### src/hw/rtl/bpsd_pkg.sv
package bpsd_pkg;

	typedef enum logic [1:0] {
		FMT_BGR24  = 2'd0,
		FMT_BGRX32 = 2'd1,
		FMT_PAL8   = 2'd2,
		FMT_RSVD   = 2'd3
	} fmt_t;

	typedef enum logic [3:0] {
		PH_IDLE = 4'b0001,
		PH_PAL  = 4'b0010,
		PH_PIX  = 4'b0100,
		PH_DONE = 4'b1000
	} phase_t;

	localparam int unsigned ADDR_W = 5;

	localparam logic [ADDR_W-1:0] REG_FORMAT   = 5'd0;
	localparam logic [ADDR_W-1:0] REG_WIDTH    = 5'd4;
	localparam logic [ADDR_W-1:0] REG_HEIGHT   = 5'd8;
	localparam logic [ADDR_W-1:0] REG_ORIGIN_X = 5'd12;
	localparam logic [ADDR_W-1:0] REG_ORIGIN_Y = 5'd16;
	localparam logic [ADDR_W-1:0] REG_PAL_SIZE = 5'd20;

	typedef struct packed {
		fmt_t        fmt;
		logic [11:0] width;
		logic [11:0] height;
		logic [15:0] origin_x;
		logic [15:0] origin_y;
		logic [7:0]  pal_size;
	} cfg_t;

	typedef struct packed {
		logic        valid;
		logic [15:0] x;
		logic [15:0] y;
		logic [23:0] color;
		logic        use_pal;
		logic        pal_ok;
		logic        last;
	} emit_t;

	typedef struct packed {
		logic        we;
		logic [7:0]  addr;
		logic [23:0] data;
	} pal_wr_t;

endpackage

### src/hw/rtl/bpsd_cfg.sv
module bpsd_cfg (
	input  logic                           clk,
	input  logic                           arst_n,
	input  logic                           psel,
	input  logic                           penable,
	input  logic                           pwrite,
	input  logic [bpsd_pkg::ADDR_W-1:0]    paddr,
	input  logic [31:0]                    pwdata,
	output logic [31:0]                    prdata,
	output logic                           pready,
	output bpsd_pkg::cfg_t                 cfg
);

	logic wr_en;

	assign pready = 1'b1;
	assign wr_en  = psel && penable && pwrite && pready;

	always_ff @(posedge clk or negedge arst_n) begin
		if (!arst_n) begin
			cfg.fmt      <= bpsd_pkg::FMT_BGR24;
			cfg.width    <= 12'd1;
			cfg.height   <= 12'd1;
			cfg.origin_x <= '0;
			cfg.origin_y <= '0;
			cfg.pal_size <= '0;
		end else if (wr_en) begin
			unique case (paddr)
				bpsd_pkg::REG_FORMAT:   cfg.fmt      <= bpsd_pkg::fmt_t'(pwdata[1:0]);
				bpsd_pkg::REG_WIDTH:    cfg.width    <= pwdata[11:0];
				bpsd_pkg::REG_HEIGHT:   cfg.height   <= pwdata[11:0];
				bpsd_pkg::REG_ORIGIN_X: cfg.origin_x <= pwdata[15:0];
				bpsd_pkg::REG_ORIGIN_Y: cfg.origin_y <= pwdata[15:0];
				bpsd_pkg::REG_PAL_SIZE: cfg.pal_size <= pwdata[7:0];
				default: ;
			endcase
		end
	end

	always_comb begin
		unique case (paddr)
			bpsd_pkg::REG_FORMAT:   prdata = {30'd0, cfg.fmt};
			bpsd_pkg::REG_WIDTH:    prdata = {20'd0, cfg.width};
			bpsd_pkg::REG_HEIGHT:   prdata = {20'd0, cfg.height};
			bpsd_pkg::REG_ORIGIN_X: prdata = {16'd0, cfg.origin_x};
			bpsd_pkg::REG_ORIGIN_Y: prdata = {16'd0, cfg.origin_y};
			bpsd_pkg::REG_PAL_SIZE: prdata = {24'd0, cfg.pal_size};
			default:                prdata = '0;
		endcase
	end

endmodule

### config.mk
export PLATFORM = sky130hd
export DESIGN_NAME = bpsd_cfg
export DESIGN_NICKNAME = d
export VERILOG_FILES = /design/src/hw/rtl/bpsd_pkg.sv /design/src/hw/rtl/bpsd_cfg.sv
export SDC_FILE = /design/constraint.sdc
export NUM_CORES = 1
export LEC_CHECK = 0
export ABC_AREA = 1
export BUFFER_PORTS_ARGS = -buffer_cell sky130_fd_sc_hd__buf_2
export CAP_MARGIN = 5
export CORE_ASPECT_RATIO = 1.1
export CORE_MARGIN = 2
export CORE_UTILIZATION = 30
export DETAILED_ROUTE_END_ITERATION = 10
export GPL_ROUTABILITY_DRIVEN = 1
export MAX_ROUTING_LAYER = met4
export PLACE_DENSITY_LB_ADDON = 0.08
export SLEW_MARGIN = 5
export SYNTH_ARGS = -nofsm -noshare
export SYNTH_HDL_FRONTEND = slang
export SYNTH_SLANG_ARGS = --single-unit
### constraint.sdc
create_clock -name clk -period 2.59 [get_ports clk]
set_input_delay 0.3885 -clock clk [delete_from_list [all_inputs] [get_ports clk]]
set_output_delay 0.3885 -clock clk [all_outputs]
set_load 0.01 [all_outputs]
* Word level (Yosys, flattened, before mapping)
Index checks and enable logic that the tools add are counted.
Storage, ports and cells: ROM bits 0, bits of input ports 42, logic and storage cells 21, output and inout port bits 99, memory bits (writable) 0, memories kept 0, register bits 66, latch bits 0
Cells by class: divide/modulo/power cells 0, shift operators 0, bitwise operators 0, eq/ne operators 5, magnitude comparators 0, reduce and logical (&&, ||, !) cells 9, multipliers 0, muxes and demuxes 1, add/sub/neg operators 0
Operators by type and width (count):
- 16-bit one-hot mux with 6 select lines | 1
- 2-bit AND reduction | 6
- 5-bit by 4-bit equality test with 1-bit output, second input constant | 2
- 5-bit equality test, second input constant | 2
- 5-bit by 3-bit equality test with 1-bit output, second input constant | 1
- 5-bit logical NOT | 1
- 1-bit logical AND | 2

* Longest topological paths before layout
Gate-level depths: netlist (run 1).
word-level depth 3, mapped depth 7, mapped depth without buffers 7

* Worst setup path before layout (run 1)
No wires, ideal clock.
kind input to output, from in paddr[1] in the netlist's numbering, to out prdata[13], slack 0.866 ns, data arrival time 1.336 ns, required time 2.202 ns, stages on the path 6, path through nor2_2 nand2_2 nor2_4 buf_4 nand2_1 o21ai_0
On the way: longest elaborated chain between the ends 2, elaborated cells between the ends (all ways) 7
Ends and longest elaborated chain:
- start: declaration | RTL line bpsd_cfg.sv:7 | input logic [bpsd_pkg::ADDR_W-1:0] paddr,
- 5-bit equality test, or another cell as far along | RTL line bpsd_cfg.sv:41 | unique case (paddr)
- 16-bit one-hot mux with 6 select lines (*) | RTL line bpsd_cfg.sv:41
- end: declaration | RTL line bpsd_cfg.sv:9 | output logic [31:0] prdata,
Mark *: on every way between the ends. The rest lies on a longest branch, timed or not.

* Worst setup path after layout (run 1)
from in paddr[1] in the netlist's numbering, to out prdata[0]
Same word-level chain as after synthesis.

==> summary.log, run 1 <==
INFO  finish         final_cell_mix=sky130_fd_sc_hd__nand2_1, sky130_fd_sc_hd__buf_2, sky130_fd_sc_hd__dfrtp_1
INFO  floorplan      initial_utilization=30.9%
INFO  routing        vias=3283
INFO  logic_synthesis synth_top_family_by_area=simple AND/OR/NAND/NOR gates
INFO  floorplan      design.die.area=12200squm
INFO  power          power_density_over_the_cells=641nW/um^2
INFO  power          share_comb_of_total_power=14.0%
INFO  logic_synthesis async_set_reset_flop_share_out_of_synthesis=100%
INFO  logic_synthesis post_synth_instance_area=3390squm
INFO  finish         fin_nets=594
INFO  logic_synthesis synthMuxAreaShare=0%
INFO  clock_tree     tritoncts=built
INFO  routing        top_layer_used=met4
INFO  sta            clock.fmax=478MHz
INFO  sta            skew=0ps
INFO  routing        drc=0
INFO  global_routing grt_pass1_vias=2994
INFO  finish         areaGrowthSynthToFinish=29.7%
INFO  routing        route.final.wire_length=10800microns
INFO  routing        routedLengthMet1=5170microns
INFO  routing        drtIter0Drc=224
INFO  clock_tree     cts.root.buffer_cell=sky130_fd_sc_hd__clkbuf_16
INFO  place          gp_congestion=0.797
INFO  power          clock_power_share=43.1%
INFO  clock_tree     cts_inserted_buffers=9
INFO  logic_synthesis post_synth_fa_ha_maj_area_fraction=0%
INFO  clock_tree     h_tree_depth_reported_by_cts=3
INFO  logic_synthesis synth-compound-area-share=8.12%
INFO  logic_synthesis postSynth.topFlopCell=sky130_fd_sc_hd__dfrtp_1
INFO  setup_path     timing_worst_setup_path_type=primary input to output pin
INFO  logic_synthesis edff_count_synth=0
INFO  clock_tree     postCtsSetupRepairBufs=0
INFO  logic_synthesis post_synth_num_cell_types=21
INFO  finish         largest_reg_flops=66
INFO  finish         fraction_of_final_layout_cells_with_drive_strength_greater_than_1=28.5%
INFO  setup_path     crit_path_end_kind=output pin
INFO  clock_tree     clock-sinks=66
INFO  min_path       hold_class=primary input to asynchronous set/reset pin
INFO  status         run_status=complete, no violations
INFO  floorplan      floorplan.core_area=11000squm
INFO  finish         largestRegisters=cfg x66
INFO  sta            setup-violations-final=0
INFO  clock_tree     clock_latency=330ps
INFO  finish         final.fill_count=1173
INFO  power          leakage=0.00253uW
INFO  sta            setup_repair_after_global_routing_missed_its_margin=no
INFO  sta            slew_of_the_pin_with_the_lowest_slew_margin=609ps
INFO  place          port_buffers=107
INFO  routing        routed-wl-met2=4950microns
INFO  global_routing grtUsageTotal=18.9%
INFO  routing        route.detailed.wl_per_inst=15.4microns
INFO  logic_synthesis simple_logic_cell_fraction_of_the_synthesized_area=32.8%
INFO  clock_tree     cts-resized-gates=0
INFO  power          p_seq_share=42.8%
INFO  power          switching_share_of_total_power=27.6%
INFO  routing        routed-wl-met3=613microns
INFO  sta            setup-tns-final=0ps
INFO  logic_synthesis yosys.area_share.xor_xnor=0%
INFO  clock_tree     path_clk_slew=60ps
INFO  finish         final_common_cell=sky130_fd_sc_hd__nand2_1
INFO  place          place_area=4100squm
INFO  sta            timing_max_transition_violations_final=0
INFO  clock_tree     cts_hold_buffers=0
INFO  global_routing grt_pass1_wl=17100microns
INFO  power          irDropWorstVdd=0.000268V
INFO  sta            final.min_clock_period=2090ps
INFO  floorplan      die_h=115microns
INFO  logic_synthesis synth.yosys.warnings=0
INFO  floorplan      die_width=105microns
INFO  routing        dr.pass1.iters=5
INFO  sta            slew_headroom=59.4%
INFO  logic_synthesis syn_area_per_cell=7.70squm
INFO  logic_synthesis synth-seq-area-share=48.8%
INFO  setup_path     timing.critical_path.arrival=1710ps
INFO  finish         largest_register=cfg
INFO  setup_path     cp_launch_type=primary input
INFO  floorplan      num_rows=40
INFO  logic_synthesis post_synthesis_register_bit_count=66
INFO  global_routing grt_antenna_before_repair=0
INFO  place          hpwlAfterDp=8150microns
INFO  global_routing gr-total-overflow=0
INFO  setup_path     required=2200ps
INFO  global_routing largest_net_degree_at_the_start_of_global_routing=42
INFO  setup_path     worst-path-max-fanout=13
INFO  routing        detail_route.vias_per_cell=4.66
INFO  finish         fin_area=4390squm
INFO  job            max_cap_violations=0
INFO  clock_tree     clk_path_buf_depth=2
INFO  finish         n_antenna_cell=0
INFO  sta            hold_viol=0
INFO  logic_synthesis synthesized_instance_count=440
INFO  power          switching_power=777uW
INFO  power          internal_dissipation=2040uW
INFO  routing        antenna_violation_net_count_after_detailed_routing=0
INFO  sta            layout_worst_path_cycle_share=80.8%
INFO  floorplan      number_of_top_level_design_ports=141
[worst max-delay path, cell delays in order]
cell	delay, ps
sky130_fd_sc_hd__buf_2	100
sky130_fd_sc_hd__nor2_2	300
sky130_fd_sc_hd__buf_4	250
sky130_fd_sc_hd__buf_4	200
sky130_fd_sc_hd__nand3_1	130
sky130_fd_sc_hd__nor2_1	110
sky130_fd_sc_hd__nor2_1	50
sky130_fd_sc_hd__nand2_1	50
sky130_fd_sc_hd__buf_2	120
[power groups by stage]
stage	sequential, uW	combinational, uW	clock (uW)
4_1_cts	1210	401	1250
6_report	1210	394	1210
3_5_place_dp	1220	401	0
3_3_place_gp	1220	397	0
2_1_floorplan	1250	159	0
5_1_grt	1220	447	1300
[layout make-up]
type	instances	area, sq um	area share [%]
clock buffer	11	243	5.53
clock inverter	5	53.8	1.22
inverter	25	93.8	2.14
multi-input combinational	321	1450	33.0
sequential	66	1650	37.7
tap	147	184	4.19
timing repair buffer	129	713	16.2
[cell usage after synthesis, types with 2 or more instances]
cell type                  count  area (sq um)
sky130_fd_sc_hd__o21ai_1       7          35.0
sky130_fd_sc_hd__buf_4        20           150
sky130_fd_sc_hd__inv_1        21          78.8
sky130_fd_sc_hd__buf_2         7          35.0
sky130_fd_sc_hd__conb_1        2          7.51
sky130_fd_sc_hd__o21ai_0      48           240
sky130_fd_sc_hd__dfrtp_1      64          1600
sky130_fd_sc_hd__nand3_1      20           100
sky130_fd_sc_hd__nand2_1     151           567
sky130_fd_sc_hd__nor2_2        5          31.3
sky130_fd_sc_hd__clkbuf_1     15          56.3
sky130_fd_sc_hd__inv_2         3          11.3
sky130_fd_sc_hd__nor2_1       24          90.1
sky130_fd_sc_hd__dfstp_2       2          52.6
sky130_fd_sc_hd__nand3_2       2          20.0
sky130_fd_sc_hd__nand4_1      44           275
[metal layers]
metal	GRT usage, %	vias up
met1	26.0	1516
met4	5.87	0
met3	4.22	8
li1	-	1650
met2	27.9	109
met5	-	-
[through the flow]
step / hold slack, ps / setup slack (ps) / std cells / total power, uW / utilization [%]
global route: 107 / 310 / 704 / 2960 / 40.1
finish: 68.5 / 496 / 704 / 2810 / 40.1
CTS: 76.6 / 491 / 704 / 2860 / 40.1
global placement: 444 / 491 / 688 / 1620 / 37.4
detailed placement: 439 / 487 / 688 / 1620 / 37.4
floorplan: 92.9 / 866 / 455 / 1410 / -
[cell families (layout without fill, tap and decap cells)]
family / count (synthesis) / in the layout
other cells: 2 / 17
buf+inv: 68 / 170
flops: 66 / 66
compound gates: 55 / 55
simple gates: 249 / 249
[final timing paths]
path	start	end	slack, ps	cells after the start
setup / recovery	paddr[1]	prdata[0]	500	9
hold / removal	arst_n	cfg[24]$_DFFE_PN0P_	70	1
setup reg to reg	cfg[52]$_DFFE_PN1P_	cfg[52]$_DFFE_PN1P_	1820	2
hold reg to reg	cfg[40]$_DFFE_PN1P_	cfg[40]$_DFFE_PN1P_	490	2
max in group asynchronous	arst_n	cfg[7]$_DFFE_PN0P_	1740	2
min in group clk	pwdata[15]	cfg[39]$_DFFE_PN0P_	280	3
No activity file was read; power rests on OpenSTA's default activity.
==> run 2, diff against run 1 <==
==> constraint.sdc (replaced) <==
create_clock -name clk -period 2 [get_ports clk]
set_input_delay 0.3 -clock clk [delete_from_list [all_inputs] [get_ports clk]]
set_output_delay 0.3 -clock clk [all_outputs]
set_load 0.01 [all_outputs]
==> summary.log, run 2 (synthesis results as in run 1) <==
INFO  clock_tree     cts-resized-gates=0
INFO  power          irDropWorstVdd=0.000387V
INFO  sta            slew_of_the_pin_with_the_lowest_slew_margin=645ps
INFO  clock_tree     path_clk_slew=50ps
INFO  place          port_buffers=107
INFO  clock_tree     clock_latency=330ps
INFO  global_routing grt_antenna_before_repair=0
INFO  place          post-place-cells=688
INFO  finish         fraction_of_final_layout_cells_with_drive_strength_greater_than_1=28.4%
INFO  routing        route.final.wire_length=11000microns
INFO  clock_tree     postCtsSetupRepairBufs=0
INFO  sta            final.min_clock_period=1800ps
INFO  routing        antenna_violation_net_count_after_detailed_routing=0
INFO  power          leakage=0.00253uW
INFO  floorplan      die_h=115microns
INFO  power          p_seq_share=42.7%
INFO  job            max_cap_violations=0
INFO  sta            setup-tns-final=0ps
INFO  clock_tree     clock-sinks=66
INFO  floorplan      num_rows=40
INFO  status         violations=hold timing
INFO  clock_tree     tritoncts=built
INFO  routing        dr.pass1.iters=4
INFO  clock_tree     cts_hold_buffers=0
INFO  sta            hold_viol=7
INFO  sta            clock.fmax=556MHz
INFO  place          hpwlAfterDp=8240microns
INFO  finish         largest_register=cfg
INFO  global_routing grt_pass1_wl=17100microns
INFO  finish         areaGrowthSynthToFinish=30.8%
INFO  global_routing grtUsageTotal=19.2%
INFO  setup_path     cp_launch_type=primary input
INFO  setup_path     number_of_cells_on_the_worst_reg_to_reg_path=2
INFO  finish         fin_nets=594
INFO  floorplan      number_of_top_level_design_ports=141
INFO  routing        vias=3253
INFO  setup_path     timing_worst_setup_path_type=primary input to output pin
INFO  routing        detail_route.vias_per_cell=4.62
INFO  setup_path     worst-path-max-fanout=32
INFO  finish         final_common_cell=sky130_fd_sc_hd__nand2_1
INFO  power          clock_power_share=43.2%
INFO  sta            timing_max_transition_violations_final=0
INFO  setup_path     required=1700ps
INFO  place          gp_congestion=0.840
INFO  routing        route.detailed.wl_per_inst=15.6microns
INFO  sta            setup_repair_after_global_routing_missed_its_margin=no
INFO  finish         largestRegisters=cfg x66
INFO  status         run_status=finished with violations
INFO  routing        drtIter0Drc=162
INFO  power          switching_share_of_total_power=27.8%
INFO  min_path       hold_class=primary input to asynchronous set/reset pin
INFO  clock_tree     cts_inserted_buffers=9
INFO  sta            setup-violations-final=0
INFO  finish         n_antenna_cell=0
INFO  power          switching_power=1020uW
INFO  sta            worst_hold_slack=-1.85ps
INFO  floorplan      initial_utilization=30.9%
INFO  routing        drc=0
INFO  power          internal_dissipation=2650uW
INFO  floorplan      die_width=105microns
INFO  finish         post_layout_nonfiller_instances=704
INFO  clock_tree     clk_path_buf_depth=2
INFO  sta            slew_headroom=57.0%
INFO  setup_path     crit_path_end_kind=output pin
INFO  global_routing gr-total-overflow=0
INFO  global_routing largest_net_degree_at_the_start_of_global_routing=33
INFO  power          power_density_over_the_cells=829nW/um^2
INFO  clock_tree     cts.root.buffer_cell=sky130_fd_sc_hd__clkbuf_16
INFO  clock_tree     h_tree_depth_reported_by_cts=3
INFO  setup_path     timing.critical_path.arrival=1500ps
INFO  floorplan      design.die.area=12200squm
INFO  finish         largest_reg_flops=66
INFO  finish         final_cell_mix=sky130_fd_sc_hd__nand2_1, sky130_fd_sc_hd__buf_2, sky130_fd_sc_hd__dfrtp_1
INFO  sta            skew=0ps
INFO  floorplan      floorplan.core_area=11000squm
INFO  sta            layout_worst_path_cycle_share=90.0%
INFO  global_routing grt_pass1_vias=3024
INFO  power          share_comb_of_total_power=14.2%
[run 2: cell count changes in the layout (fill, tap and decap cells not counted)]
cell                         before  now
sky130_fd_sc_hd__clkinvlp_4       0    1
sky130_fd_sc_hd__clkbuf_1         1    2
sky130_fd_sc_hd__buf_12           1    4
sky130_fd_sc_hd__buf_4           21   18
sky130_fd_sc_hd__clkinv_2         3    1
[run 2: final cells by class]
type | count | area, sq um
Sequential cell | 66 | 1650
Tap cell | 147 | 184
Clock buffer | 12 | 246
Fill cell | 1158 | 6530
Clock inverter | 4 | 51.3
Multi-Input combinational cell | 321 | 1450
Inverter | 25 | 93.8
Timing Repair Buffer | 129 | 751
[run 2: routing by layer]
| layer | wire length (microns) | part of all wire (%) | vias to the layer above | global-route usage, % |
|---|---|---|---|---|
| li1 | - | - | 1641 | - |
| met1 | 5310 | 48 | 1509 | 25.8 |
| met2 | 5070 | 46 | 93 | 29.3 |
| met3 | 489 | 4.4 | 10 | 3.66 |
| met4 | 144 | 1.3 | 0 | 5.87 |
| met5 | 0 | 0 | - | - |
[run 2: final timing paths]
| check | start | endpoint | slack, ps |
|---|---|---|---|
| max | paddr[1] | prdata[6] | 200 |
| min | arst_n | cfg[41]$_DFFE_PN0P_ | -2 |
| max reg2reg | cfg[52]$_DFFE_PN1P_ | cfg[52]$_DFFE_PN1P_ | 1240 |
| min reg2reg | cfg[40]$_DFFE_PN1P_ | cfg[40]$_DFFE_PN1P_ | 490 |
| max in group asynchronous | arst_n | cfg[48]$_DFFE_PN0P_ | 1450 |
| min in group clk | pwdata[15] | cfg[39]$_DFFE_PN0P_ | 190 |
[run 2: stage by stage]
step	util, %	setup WS [ps]	total power (uW)	instance area (sq um)
floorplan	-	453	1830	3440
global placement	37.7	225	2110	4130
detailed placement	37.7	197	2110	4130
CTS	40.4	198	3720	4430
global route	40.4	101	3850	4430
finish	40.4	201	3670	4430
[run 2: power groups by stage]
stage          combinational [uW]  sequential [uW]  clock [uW]
2_1_floorplan                 206             1620           0
3_3_place_gp                  523             1580           0
3_5_place_dp                  528             1590           0
4_1_cts                       528             1570        1630
5_1_grt                       583             1580        1680
6_report                      520             1570        1590
[run 2: critical path, stage by stage]
cell,delay (ps)
sky130_fd_sc_hd__buf_2,100
sky130_fd_sc_hd__nor2_2,140
sky130_fd_sc_hd__buf_12,200
sky130_fd_sc_hd__nand2_2,80
sky130_fd_sc_hd__nor2_4,100
sky130_fd_sc_hd__buf_12,190
sky130_fd_sc_hd__nand2_1,80
sky130_fd_sc_hd__nand2_1,60
sky130_fd_sc_hd__inv_1,30
sky130_fd_sc_hd__nand2_1,70
sky130_fd_sc_hd__buf_2,130
==> run 3, diff against run 2 <==
--- a/config.mk
+++ b/config.mk
@@ -10,7 +10,7 @@
 export CAP_MARGIN = 5
 export CORE_ASPECT_RATIO = 1.1
 export CORE_MARGIN = 2
-export CORE_UTILIZATION = 30
+export CORE_UTILIZATION = 48
 export DETAILED_ROUTE_END_ITERATION = 10
 export GPL_ROUTABILITY_DRIVEN = 1
 export MAX_ROUTING_LAYER = met4
==> summary.log, run 3 (synthesis results as in run 1) <==
INFO  clock_tree     clk_path_buf_depth=2
INFO  setup_path     cp_launch_type=primary input
INFO  place          hpwlAfterDp=7160microns
INFO  power          power_density_over_the_cells=750nW/um^2
INFO  global_routing grt_pass1_vias=3115
INFO  job            max_cap_violations=0
INFO  clock_tree     cts_inserted_buffers=9
INFO  setup_path     timing_worst_setup_path_type=primary input to output pin
INFO  finish         fin_nets=599
INFO  place          gp_congestion=0.896
INFO  place          port_buffers=107
INFO  floorplan      die_width=84.1microns
INFO  global_routing grtUsageTotal=27.5%
INFO  finish         final_cell_mix=sky130_fd_sc_hd__nand2_1, sky130_fd_sc_hd__buf_2, sky130_fd_sc_hd__dfrtp_1
INFO  sta            setup-tns-final=0ps
INFO  finish         final_common_cell=sky130_fd_sc_hd__nand2_1
INFO  floorplan      floorplan.core_area=6930squm
INFO  setup_path     reg2reg_from=cfg[40]$_DFFE_PN1P_
INFO  min_path       hold_class=primary input to flop
INFO  global_routing gr-total-overflow=0
INFO  floorplan      number_of_top_level_design_ports=141
INFO  status         run_status=complete, no violations
INFO  sta            final.min_clock_period=1910ps
INFO  finish         finish.utilization=61.4%
INFO  global_routing largest_net_degree_at_the_start_of_global_routing=67
INFO  finish         fin_area=4250squm
INFO  sta            skew=0ps
INFO  setup_path     r2r-end=cfg[40]$_DFFE_PN1P_
INFO  clock_tree     h_tree_depth_reported_by_cts=3
INFO  setup_path     worst-path-max-fanout=17
INFO  finish         largest_reg_flops=66
INFO  routing        route.final.wire_length=9900microns
INFO  global_routing grt_antenna_before_repair=0
INFO  clock_tree     cts.root.buffer_cell=sky130_fd_sc_hd__clkbuf_8
INFO  min_path       min_path_cells=3
INFO  place          place_area=4050squm
INFO  clock_tree     clock-sinks=66
INFO  routing        route.detailed.wl_per_inst=15.3microns
INFO  min_path       worst_hold_path.endpoint=cfg[39]$_DFFE_PN0P_
INFO  floorplan      initial_utilization=48.9%
INFO  setup_path     timing.critical_path.arrival=1610ps
INFO  floorplan      num_rows=32
INFO  sta            hold_viol=0
INFO  clock_tree     clock_latency=340ps
INFO  floorplan      die_h=92.1microns
INFO  clock_tree     path_clk_slew=80ps
INFO  power          leakage=0.00249uW
INFO  finish         largestRegisters=cfg x66
INFO  sta            layout_worst_path_cycle_share=95.6%
INFO  sta            setup_repair_after_global_routing_missed_its_margin=no
INFO  finish         n_antenna_cell=0
INFO  setup_path     required=1700ps
INFO  finish         fraction_of_final_layout_cells_with_drive_strength_greater_than_1=29.0%
INFO  clock_tree     postCtsSetupRepairBufs=0
INFO  place          placement.setup.worst_slack=127ps
INFO  power          irDropWorstVdd=0.000445V
INFO  global_routing grt_pass1_wl=16300microns
INFO  routing        dr.pass1.iters=5
INFO  sta            final.setup.worst_slack=87.6ps
INFO  clock_tree     tritoncts=built
INFO  sta            timing_max_transition_violations_final=0
INFO  routing        detail_route.vias_per_cell=5.24
INFO  setup_path     number_of_cells_on_the_worst_reg_to_reg_path=2
INFO  routing        drc=0
INFO  sta            setup-violations-final=0
INFO  finish         areaGrowthSynthToFinish=25.6%
INFO  setup_path     crit_path_end_kind=output pin
INFO  routing        vias=3388
INFO  routing        antenna_violation_net_count_after_detailed_routing=0
INFO  sta            clock.fmax=523MHz
INFO  setup_path     ff2ff_setup_slack=1230ps
INFO  floorplan      design.die.area=7750squm
INFO  routing        drtIter0Drc=205
INFO  finish         largest_register=cfg
INFO  min_path       hold_path.startpoint=pwdata[15]
## run 3: area by class of cell
type                            count  area, sq um
Multi-Input combinational cell    321         1450
Clock buffer                       10          128
Tap cell                           85          106
Sequential cell                    66         1650
Timing Repair Buffer              134          753
Inverter                           25         93.8
Fill cell                         658         2670
Clock inverter                      6         67.6
## run 3: per-layer routing
metal / track usage (%) / wire length (microns) / vias to the layer above
li1: - / - / 1646
met1: 38.3 / 4470 / 1583
met2: 40.6 / 4650 / 140
met3: 6.03 / 621 / 19
met4: 8.06 / 157 / 0
met5: - / 0 / -
## run 3: worst max path at each step
stage | startpoint | to | cells after the start | slack [ps]
floorplan | paddr[1] | prdata[13] | 6 | 450
global placement | paddr[1] | prdata[15] | 6 | 150
detailed placement | paddr[1] | prdata[14] | 6 | 130
CTS | paddr[1] | prdata[14] | 6 | 110
global route | paddr[1] | prdata[12] | 6 | 7
finish | paddr[1] | prdata[14] | 6 | 90
## run 3: through the flow
step / hold WS [ps] / total power [uW] / std cells
finish: 181 / 3190 / 647
global route: 178 / 3340 / 647
CTS: 170 / 3210 / 647
detailed placement: 344 / 2100 / 630
global placement: 343 / 2080 / 630
floorplan: 4.41 / 1830 / 455
## run 3: repair_timing
action	CTS	global route
endpoints found under the hold margin	64	0
hold buffers	1	0
gates resized for setup	0	0
## run 3: power breakdown
| group | leakage [uW] | switching (uW) | internal, uW |
|---|---|---|---|
| Clock | 0.0000925 | 538 | 578 |
| Combinational | 0.00156 | 331 | 186 |
| Sequential | 0.000839 | 95.2 | 1460 |
## run 3: worst max-delay path, cell delays in order
cell and delay [ps]:
sky130_fd_sc_hd__buf_2 100, sky130_fd_sc_hd__nor2_2 270, sky130_fd_sc_hd__buf_4 190, sky130_fd_sc_hd__nand3_2 300, sky130_fd_sc_hd__o21ai_0 280, sky130_fd_sc_hd__buf_2 160
